==> src/rtl/core/orq_pkg.sv <==
// Package for the overwriting ring queue: operation and status codes.
// Used by the top level and the assertion checker; depends on nothing.
package orq_pkg;

  typedef enum logic [2:0] {
    OP_ENQUEUE = 3'd0,
    OP_DEQUEUE = 3'd1,
    OP_PEEK    = 3'd2,
    OP_DROP    = 3'd3,
    OP_CLEAR   = 3'd4
  } op_t;

  typedef enum logic [1:0] {
    ST_OK    = 2'd0,
    ST_EMPTY = 2'd1,
    ST_RANGE = 2'd2
  } status_t;

  localparam int unsigned OP_W     = 3;
  localparam int unsigned STATUS_W = 2;
  localparam int unsigned REC_IO_W = 32;
  localparam int unsigned OCC_W    = 7;

endpackage

==> src/rtl/core/orq_ram.sv <==
// Generic single-write, single-read RAM with a registered read port.
// Stand-alone; used by the overwriting ring queue for its record store.
module orq_ram #(
  parameter int unsigned WIDTH = 32,
  parameter int unsigned DEPTH = 64
) (
  input  logic                     clk,
  input  logic                     we,
  input  logic [$clog2(DEPTH)-1:0] waddr,
  input  logic [WIDTH-1:0]         wdata,
  input  logic                     re,
  input  logic [$clog2(DEPTH)-1:0] raddr,
  output logic [WIDTH-1:0]         rdata
);

  logic [WIDTH-1:0] mem [DEPTH];

  always_ff @(posedge clk) begin
    if (we) begin
      mem[waddr] <= wdata;
    end
  end

  // Read data holds while the read enable is low.
  always_ff @(posedge clk) begin
    if (re) begin
      rdata <= mem[raddr];
    end
  end

endmodule

==> src/rtl/core/overwriting_ring_queue.sv <==
// Overwriting ring queue top level: pointers, occupancy and result register.
// Depends on orq_pkg and orq_ram.
//
// The queue keeps up to DEPTH records in a single RAM with a registered
// read and takes one operation per clock while the result side is ready:
// enqueue, dequeue, peek, drop newest or clear. Each accepted operation gives
// exactly one result beat, presented in the cycle after acceptance; with the
// result side ready it sustains one operation every cycle. Pointers and
// occupancy are settled in the cycle of acceptance, and the RAM write or read
// is issued in that same cycle, so the RAM's registered read sets the delay
// from input to result. A read always lands after any earlier write, so
// no forwarding is needed. The store is not cleared after reset
// and is ready at once; enqueue on a full queue replaces the oldest record
// and reports it in the overwrote flag.
module overwriting_ring_queue #(
  parameter int unsigned DEPTH        = 64,
  parameter int unsigned RECORD_WIDTH = 32
) (
  input  logic        clk,
  input  logic        rst_n,
  input  logic        in_valid,
  output logic        in_ready,
  input  logic [2:0]  in_operation,
  input  logic [31:0] in_write_record,
  input  logic [15:0] in_peek_offset,
  input  logic [15:0] in_drop_amount,
  output logic        out_valid,
  input  logic        out_ready,
  output logic [1:0]  out_status,
  output logic [31:0] out_read_record,
  output logic [6:0]  out_occupancy,
  output logic        out_overwrote
);

  localparam int unsigned PW = $clog2(DEPTH);
  localparam int unsigned CW = $clog2(DEPTH + 1);
  localparam logic [PW-1:0] LAST_PTR = PW'(DEPTH - 1);
  localparam logic [PW:0]   DEPTH_W  = (PW + 1)'(DEPTH);
  localparam logic [CW-1:0] FULL_CNT = CW'(DEPTH);

  logic [PW-1:0] rd_ptr_r, rd_ptr_nxt;
  logic [PW-1:0] wr_ptr_r, wr_ptr_nxt;
  logic [CW-1:0] cnt_r, cnt_nxt;

  logic                 out_valid_r, out_valid_nxt;
  orq_pkg::status_t     status_r, status_nxt;
  logic [CW-1:0]        occ_r;
  logic                 over_r, over_nxt;
  logic                 use_rd_r, use_rd_nxt;

  logic                    accept;
  orq_pkg::op_t            op;
  logic                    ram_we, ram_re;
  logic [PW-1:0]           ram_raddr;
  logic [RECORD_WIDTH-1:0] ram_wdata, ram_rdata;
  logic [63:0]             wr_ext, rd_ext;
  logic [PW:0]             peek_sum, drop_sum;
  logic [CW-1:0]           drop_n;

  assign in_ready = !out_valid_r || out_ready;
  assign accept   = in_valid && in_ready;
  assign op       = orq_pkg::op_t'(in_operation);

  assign wr_ext    = 64'(in_write_record);
  assign ram_wdata = wr_ext[RECORD_WIDTH-1:0];
  assign rd_ext    = 64'(ram_rdata);

  // Peek address wraps once round the store; only used when offset < count.
  assign peek_sum = {1'b0, rd_ptr_r} + (PW + 1)'(in_peek_offset);
  assign drop_n   = (17'(in_drop_amount) < 17'(cnt_r)) ? CW'(in_drop_amount) : cnt_r;
  assign drop_sum = {1'b0, wr_ptr_r} + DEPTH_W - (PW + 1)'(drop_n);

  always_comb begin
    rd_ptr_nxt    = rd_ptr_r;
    wr_ptr_nxt    = wr_ptr_r;
    cnt_nxt       = cnt_r;
    status_nxt    = orq_pkg::ST_OK;
    over_nxt      = 1'b0;
    use_rd_nxt    = 1'b0;
    ram_we        = 1'b0;
    ram_re        = 1'b0;
    ram_raddr     = rd_ptr_r;
    out_valid_nxt = out_valid_r && !out_ready;
    if (accept) begin
      out_valid_nxt = 1'b1;
      case (op)
        orq_pkg::OP_ENQUEUE: begin
          ram_we     = 1'b1;
          wr_ptr_nxt = (wr_ptr_r == LAST_PTR) ? '0 : wr_ptr_r + 1'b1;
          if (cnt_r == FULL_CNT) begin
            rd_ptr_nxt = (rd_ptr_r == LAST_PTR) ? '0 : rd_ptr_r + 1'b1;
            over_nxt   = 1'b1;
          end else begin
            cnt_nxt = cnt_r + 1'b1;
          end
        end
        orq_pkg::OP_DEQUEUE: begin
          if (cnt_r == '0) begin
            status_nxt = orq_pkg::ST_EMPTY;
          end else begin
            ram_re     = 1'b1;
            use_rd_nxt = 1'b1;
            rd_ptr_nxt = (rd_ptr_r == LAST_PTR) ? '0 : rd_ptr_r + 1'b1;
            cnt_nxt    = cnt_r - 1'b1;
          end
        end
        orq_pkg::OP_PEEK: begin
          if (cnt_r == '0) begin
            status_nxt = orq_pkg::ST_EMPTY;
          end else if (17'(in_peek_offset) >= 17'(cnt_r)) begin
            status_nxt = orq_pkg::ST_RANGE;
          end else begin
            ram_re     = 1'b1;
            use_rd_nxt = 1'b1;
            ram_raddr  = (peek_sum >= DEPTH_W) ? PW'(peek_sum - DEPTH_W) : PW'(peek_sum);
          end
        end
        orq_pkg::OP_DROP: begin
          wr_ptr_nxt = (drop_sum >= DEPTH_W) ? PW'(drop_sum - DEPTH_W) : PW'(drop_sum);
          cnt_nxt    = cnt_r - drop_n;
        end
        orq_pkg::OP_CLEAR: begin
          rd_ptr_nxt = '0;
          wr_ptr_nxt = '0;
          cnt_nxt    = '0;
        end
        default: begin
        end
      endcase
    end
  end

  always_ff @(posedge clk) begin
    if (!rst_n) begin
      rd_ptr_r    <= '0;
      wr_ptr_r    <= '0;
      cnt_r       <= '0;
      out_valid_r <= 1'b0;
    end else begin
      rd_ptr_r    <= rd_ptr_nxt;
      wr_ptr_r    <= wr_ptr_nxt;
      cnt_r       <= cnt_nxt;
      out_valid_r <= out_valid_nxt;
    end
  end

  always_ff @(posedge clk) begin
    if (accept) begin
      status_r <= status_nxt;
      occ_r    <= cnt_nxt;
      over_r   <= over_nxt;
      use_rd_r <= use_rd_nxt;
    end
  end

  orq_ram #(
    .WIDTH (RECORD_WIDTH),
    .DEPTH (DEPTH)
  ) u_store (
    .clk   (clk),
    .we    (ram_we),
    .waddr (wr_ptr_r),
    .wdata (ram_wdata),
    .re    (ram_re),
    .raddr (ram_raddr),
    .rdata (ram_rdata)
  );

  assign out_valid       = out_valid_r;
  assign out_status      = status_r;
  assign out_read_record = use_rd_r ? rd_ext[31:0] : 32'd0;
  assign out_occupancy   = 7'(occ_r);
  assign out_overwrote   = over_r;

endmodule

==> config.mk <==
export PLATFORM = sky130hd
export DESIGN_NAME = overwriting_ring_queue
export DESIGN_NICKNAME = d
export VERILOG_FILES = /design/src/rtl/core/orq_pkg.sv /design/src/rtl/core/orq_ram.sv /design/src/rtl/core/overwriting_ring_queue.sv
export SDC_FILE = /design/constraint.sdc
export NUM_CORES = 2
export LEC_CHECK = 0
export BUFFER_PORTS_ARGS = -buffer_cell sky130_fd_sc_hd__buf_2
export CAP_MARGIN = 40
export CORE_ASPECT_RATIO = 1.2
export CORE_MARGIN = 1.5
export CORE_UTILIZATION = 35
export DETAILED_ROUTE_END_ITERATION = 7
export MAX_ROUTING_LAYER = met4
export PLACE_DENSITY = 0.48
export SLEW_MARGIN = 25
export SYNTH_ARGS = -nofsm -noshare
export SYNTH_HDL_FRONTEND = slang
export SYNTH_SLANG_ARGS = --single-unit
==> constraint.sdc <==
create_clock -name clk -period 5.5 [get_ports clk]
set_clock_uncertainty 0.15 [all_clocks]
set_input_delay 0.55 -clock clk [delete_from_list [all_inputs] [get_ports clk]]
set_output_delay 0.55 -clock clk [all_outputs]
set_load 0.05 [all_outputs]
==> impl_results.md <==
- Status: complete, no violations
- Hold_sp: in_operation[2]
- DP Wirelength: 170 mm
- Seq/Total Area, Yosys: 0.743
- Final worst slack: 0.0719 ns
- Gr usage total: 0.235
- Fmax: 184 MHz
- Initial Util: 0.351
- Seq pwr share: 0.533
- R2r worst-path depth: 13
- Hold Path Depth: 2
- Final ANT Viol Nets: 0
- Port Buf Inserts: 114
- Top Ports: 115
- 1st-pass router iterations: 5
- Dpl ws: 0.276 ns
- Clock sink count: 2111
- Share of cells above drive strength 1: 0.131
- Power, Total: 33200 uW
- XOR/XNOR share of the synthesized area: 0.00235
- Clock tree root buffer cell: clkbuf_16
- P_sw: 7110 uW
- Crit-path cells: inv_1, ha_1, a311oi_1, and4_1, nand3_4, nand2_8, buf_12, mux2i_1, a211oi_1, a31oi_1, a2111oi_1, buf_4, o211a_1
- Clock power share: 0.431
- Vias in the first global route: 52500
- Cts bufs inserted: 218
- Die height: 543 um
- Drt initial violations: 5913
- Power per cell area: 336 mW/mm2
- DRC Markers: 0
- Final RePlAce weighted congestion: 0.842
- Max rail drop VDD: 0.000258 V
- Worst Hold Class: input port to flip-flop
- DR WL/cell: 29.2 um
- Cell Area, Synth: 0.0850 mm2
- First-pass GRT wire length: 404 mm
- WP data required: 6.06 ns
- Max-slew violation count: 0
- Crit path max-delay family: compound AO/OA/AOI/OAI gates
- Pin count of the biggest net entering global routing: 84
- Fin. Hold Viols: 0
- Initial antenna violation count: 14
- Mapped Cells: 6177
- Least-Margin Pin Slew: 0.928 ns
- Distinct cell type count after synthesis: 75
- Site Rows: 198
- CTS tree: done
- Crit share post-route: 0.987
- Synth Area in Compound Gates: 0.0779
- Rel. slew slack: 0.380
- Max cap viols: 0
- Leakage: 0.0324 uW
- Post-CTS setup buffer count: 0
- Worst-path maximum fanout: 43
- Fin nets: 6554
- Switching Fraction: 0.214
- Final wirelength: 287 mm
- Simple-Gate Fraction of Synth Area: 0.127
- Die W: 453 um
- Maximum clock insertion buffer count: 4
- Largest family of logic cells by synthesized area: simple AND/OR/NAND/NOR gates
- Final Core Density: 0.409
- WS Path Type: flip-flop to flip-flop
- FF+latch count, synth: 2111
- Fillers: 22200
- Avg Inst Size Synth: 13.8 um2
- Routed vias/inst: 5.54
- Area Growth Syn to Fin: 16.3%
- H-tree Lvls: 4
- Internal power: 26100 uW
- Setup Viol. Count Final: 0
- Skew-Pair Late Insertion Delay: 0.88 ns
- Via count: 54400
- CP Data Arrival Time: 5.99 ns
- CP Capture Type: flip-flop
- Ranking of synthesized cells by area: edfxtp_1 (74%), nand2_1 (6.2%), nand3_1 (3.4%)
- Mux share of post-synthesis cell area: 0.0188
- Worst path bufs/invs: 3
- Slowest stage delay, CP: 0.90 ns
- Ys async rst share: 0
- Post-synth top flop: edfxtp_1
- CTS clk-pin slew, worst paths: 0.06 ns
- Post-synth top area share: 0.738
- Synth Area in Adders: 0.00571
- CP Launch Type: flip-flop
- Combinational Power Share: 0.036
- RSZ-0062 raised after global routing: no
- Placeable Area: 0.242 mm2
- EDFF count, synth: 2091
- Setup TNS: 0 ns
- Worst R2R End: u_store.rdata[7]
- Crit path max-delay cell type: a2111oi_1
- Post-synth net total: 6285
- Die area: 0.246 mm2
- Worst r2r src: cnt_r[1]
- GRT overflow: 0
- Fin Hold WS: 0.0646 ns
- Yosys top cell by area: edfxtp_1
- Final min period: 5.43 ns
- Worst Hold Path EP: use_rd_r
- Synthesis warning total: 0
- Register-to-register setup slack: 0.07 ns
[worst max-delay path by stage]
stage	start	to	slack (ns)	cells past startpoint
after floorplan	in_peek_offset[14]	u_store.rdata[0]	0.09	6
after global placement	in_peek_offset[14]	u_store.rdata[25]	-0.55	14
after detailed placement	in_peek_offset[14]	u_store.rdata[7]	0.28	13
after CTS	cnt_r[1]	u_store.rdata[7]	0.26	13
after global routing	cnt_r[1]	u_store.rdata[7]	0.04	13
final	cnt_r[1]	u_store.rdata[7]	0.07	13
[routing by layer]
layer,vias to the layer above,wire length [um],track usage
li1,24000,-,-
met1,28200,123000,0.312
met2,1891,139000,0.380
met3,421,17200,0.0319
met4,0,7550,0.0616
met5,-,0,-
[worst reg2reg max path: stages, from the launching register on]
cell and delay (ns):
dfxtp_1 0.49, inv_1 0.24, ha_1 0.30, a311oi_1 0.59
and4_1 0.39, nand3_4 0.28, nand2_8 0.48, buf_12 0.33
mux2i_1 0.14, a211oi_1 0.33, a31oi_1 0.16, a2111oi_1 0.90
buf_4 0.28, o211a_1 0.21
[power by group through the flow]
stage / logic [uW] / registers [uW] / clock network (uW)
floorplan: 528 / 18100 / 0
global placement: 1160 / 18100 / 0
detailed placement: 1180 / 18100 / 0
CTS: 1190 / 17700 / 14500
global route: 1280 / 17700 / 15100
finish: 1180 / 17700 / 14300
[repair_timing]
item | 4_1_cts | 5_1_grt
hold buffers | 5 | 0
endpoints found under the setup margin | 0 | 1
resized for setup | 0 | 1
hold endpoints to repair | 36 | 0
[cells by family (layout without fill, tap and decap cells)]
group | after synthesis | count (layout)
buf+inv | 447 | 885
xor+xnor | 22 | 22
flops | 2111 | 2111
simple gates | 2448 | 2448
other cells | 0 | 16
mux | 159 | 159
fa+ha+maj | 37 | 37
compound gates | 953 | 953
[stage by stage]
step,cell area (um2),instances
after floorplan,85000,6177
after global placement,91500,9388
after detailed placement,92100,9418
after CTS,98900,9812
after global routing,98900,9822
final,99000,9831
[layout make-up]
class / count / area [um2] / area share
Clock inverter: 114 / 992 / 0.0100
Clock buffer: 275 / 5710 / 0.0577
Timing Repair Buffer: 475 / 4580 / 0.0463
Sequential cell: 2111 / 63200 / 0.639
Antenna cell: 16 / 40.0 / 0.000405
Multi-Input combinational cell: 3619 / 20400 / 0.206
Tap cell: 3200 / 4000 / 0.0405
Inverter: 21 / 78.8 / 0.000797
[state kept, by name, indices dropped and copies added, names as in the netlist, 2 cells and up]
name           flops
out_occupancy      7
u_store.mem     2048
cnt_r              7
u_store.rdata     32
rd_ptr_r           6
out_status         2
wr_ptr_r           6
[Yosys cell counts (all sizes together) (9+ instances only)]
library cell / n
xnor2: 14
nand4: 35
or3: 10
nor3: 24
a21oi: 217
o21ai: 74
nor2: 137
o221ai: 21
a31o: 12
a21o: 13
o221a: 20
ha: 34
buf: 305
clkbuf: 121
a31oi: 121
mux2i: 156
nand2: 1417
dfxtp: 20
o2111ai: 24
edfxtp: 2091
and3: 163
a32oi: 44
o211ai: 16
inv: 20
a22oi: 34
o22ai: 24
nand3: 574
nand2b: 9
and2: 45
a211oi: 203
a311oi: 46
a2111oi: 42
[placed cells by master (no fill, tap or decap), types with 46 or more instances in the layout]
cell	n
o21ai_0	54
nor2_4	69
clkbuf_1	55
nand2_1	1411
a21oi_1	217
a31oi_1	121
clkinv_1	63
buf_4	253
nor2_1	66
edfxtp_1	2091
and3_1	163
buf_2	115
a211oi_1	202
mux2i_1	156
clkbuf_16	220
nand3_1	573
buf_12	80
a311oi_1	46
(Power assumes the default switching activity.)
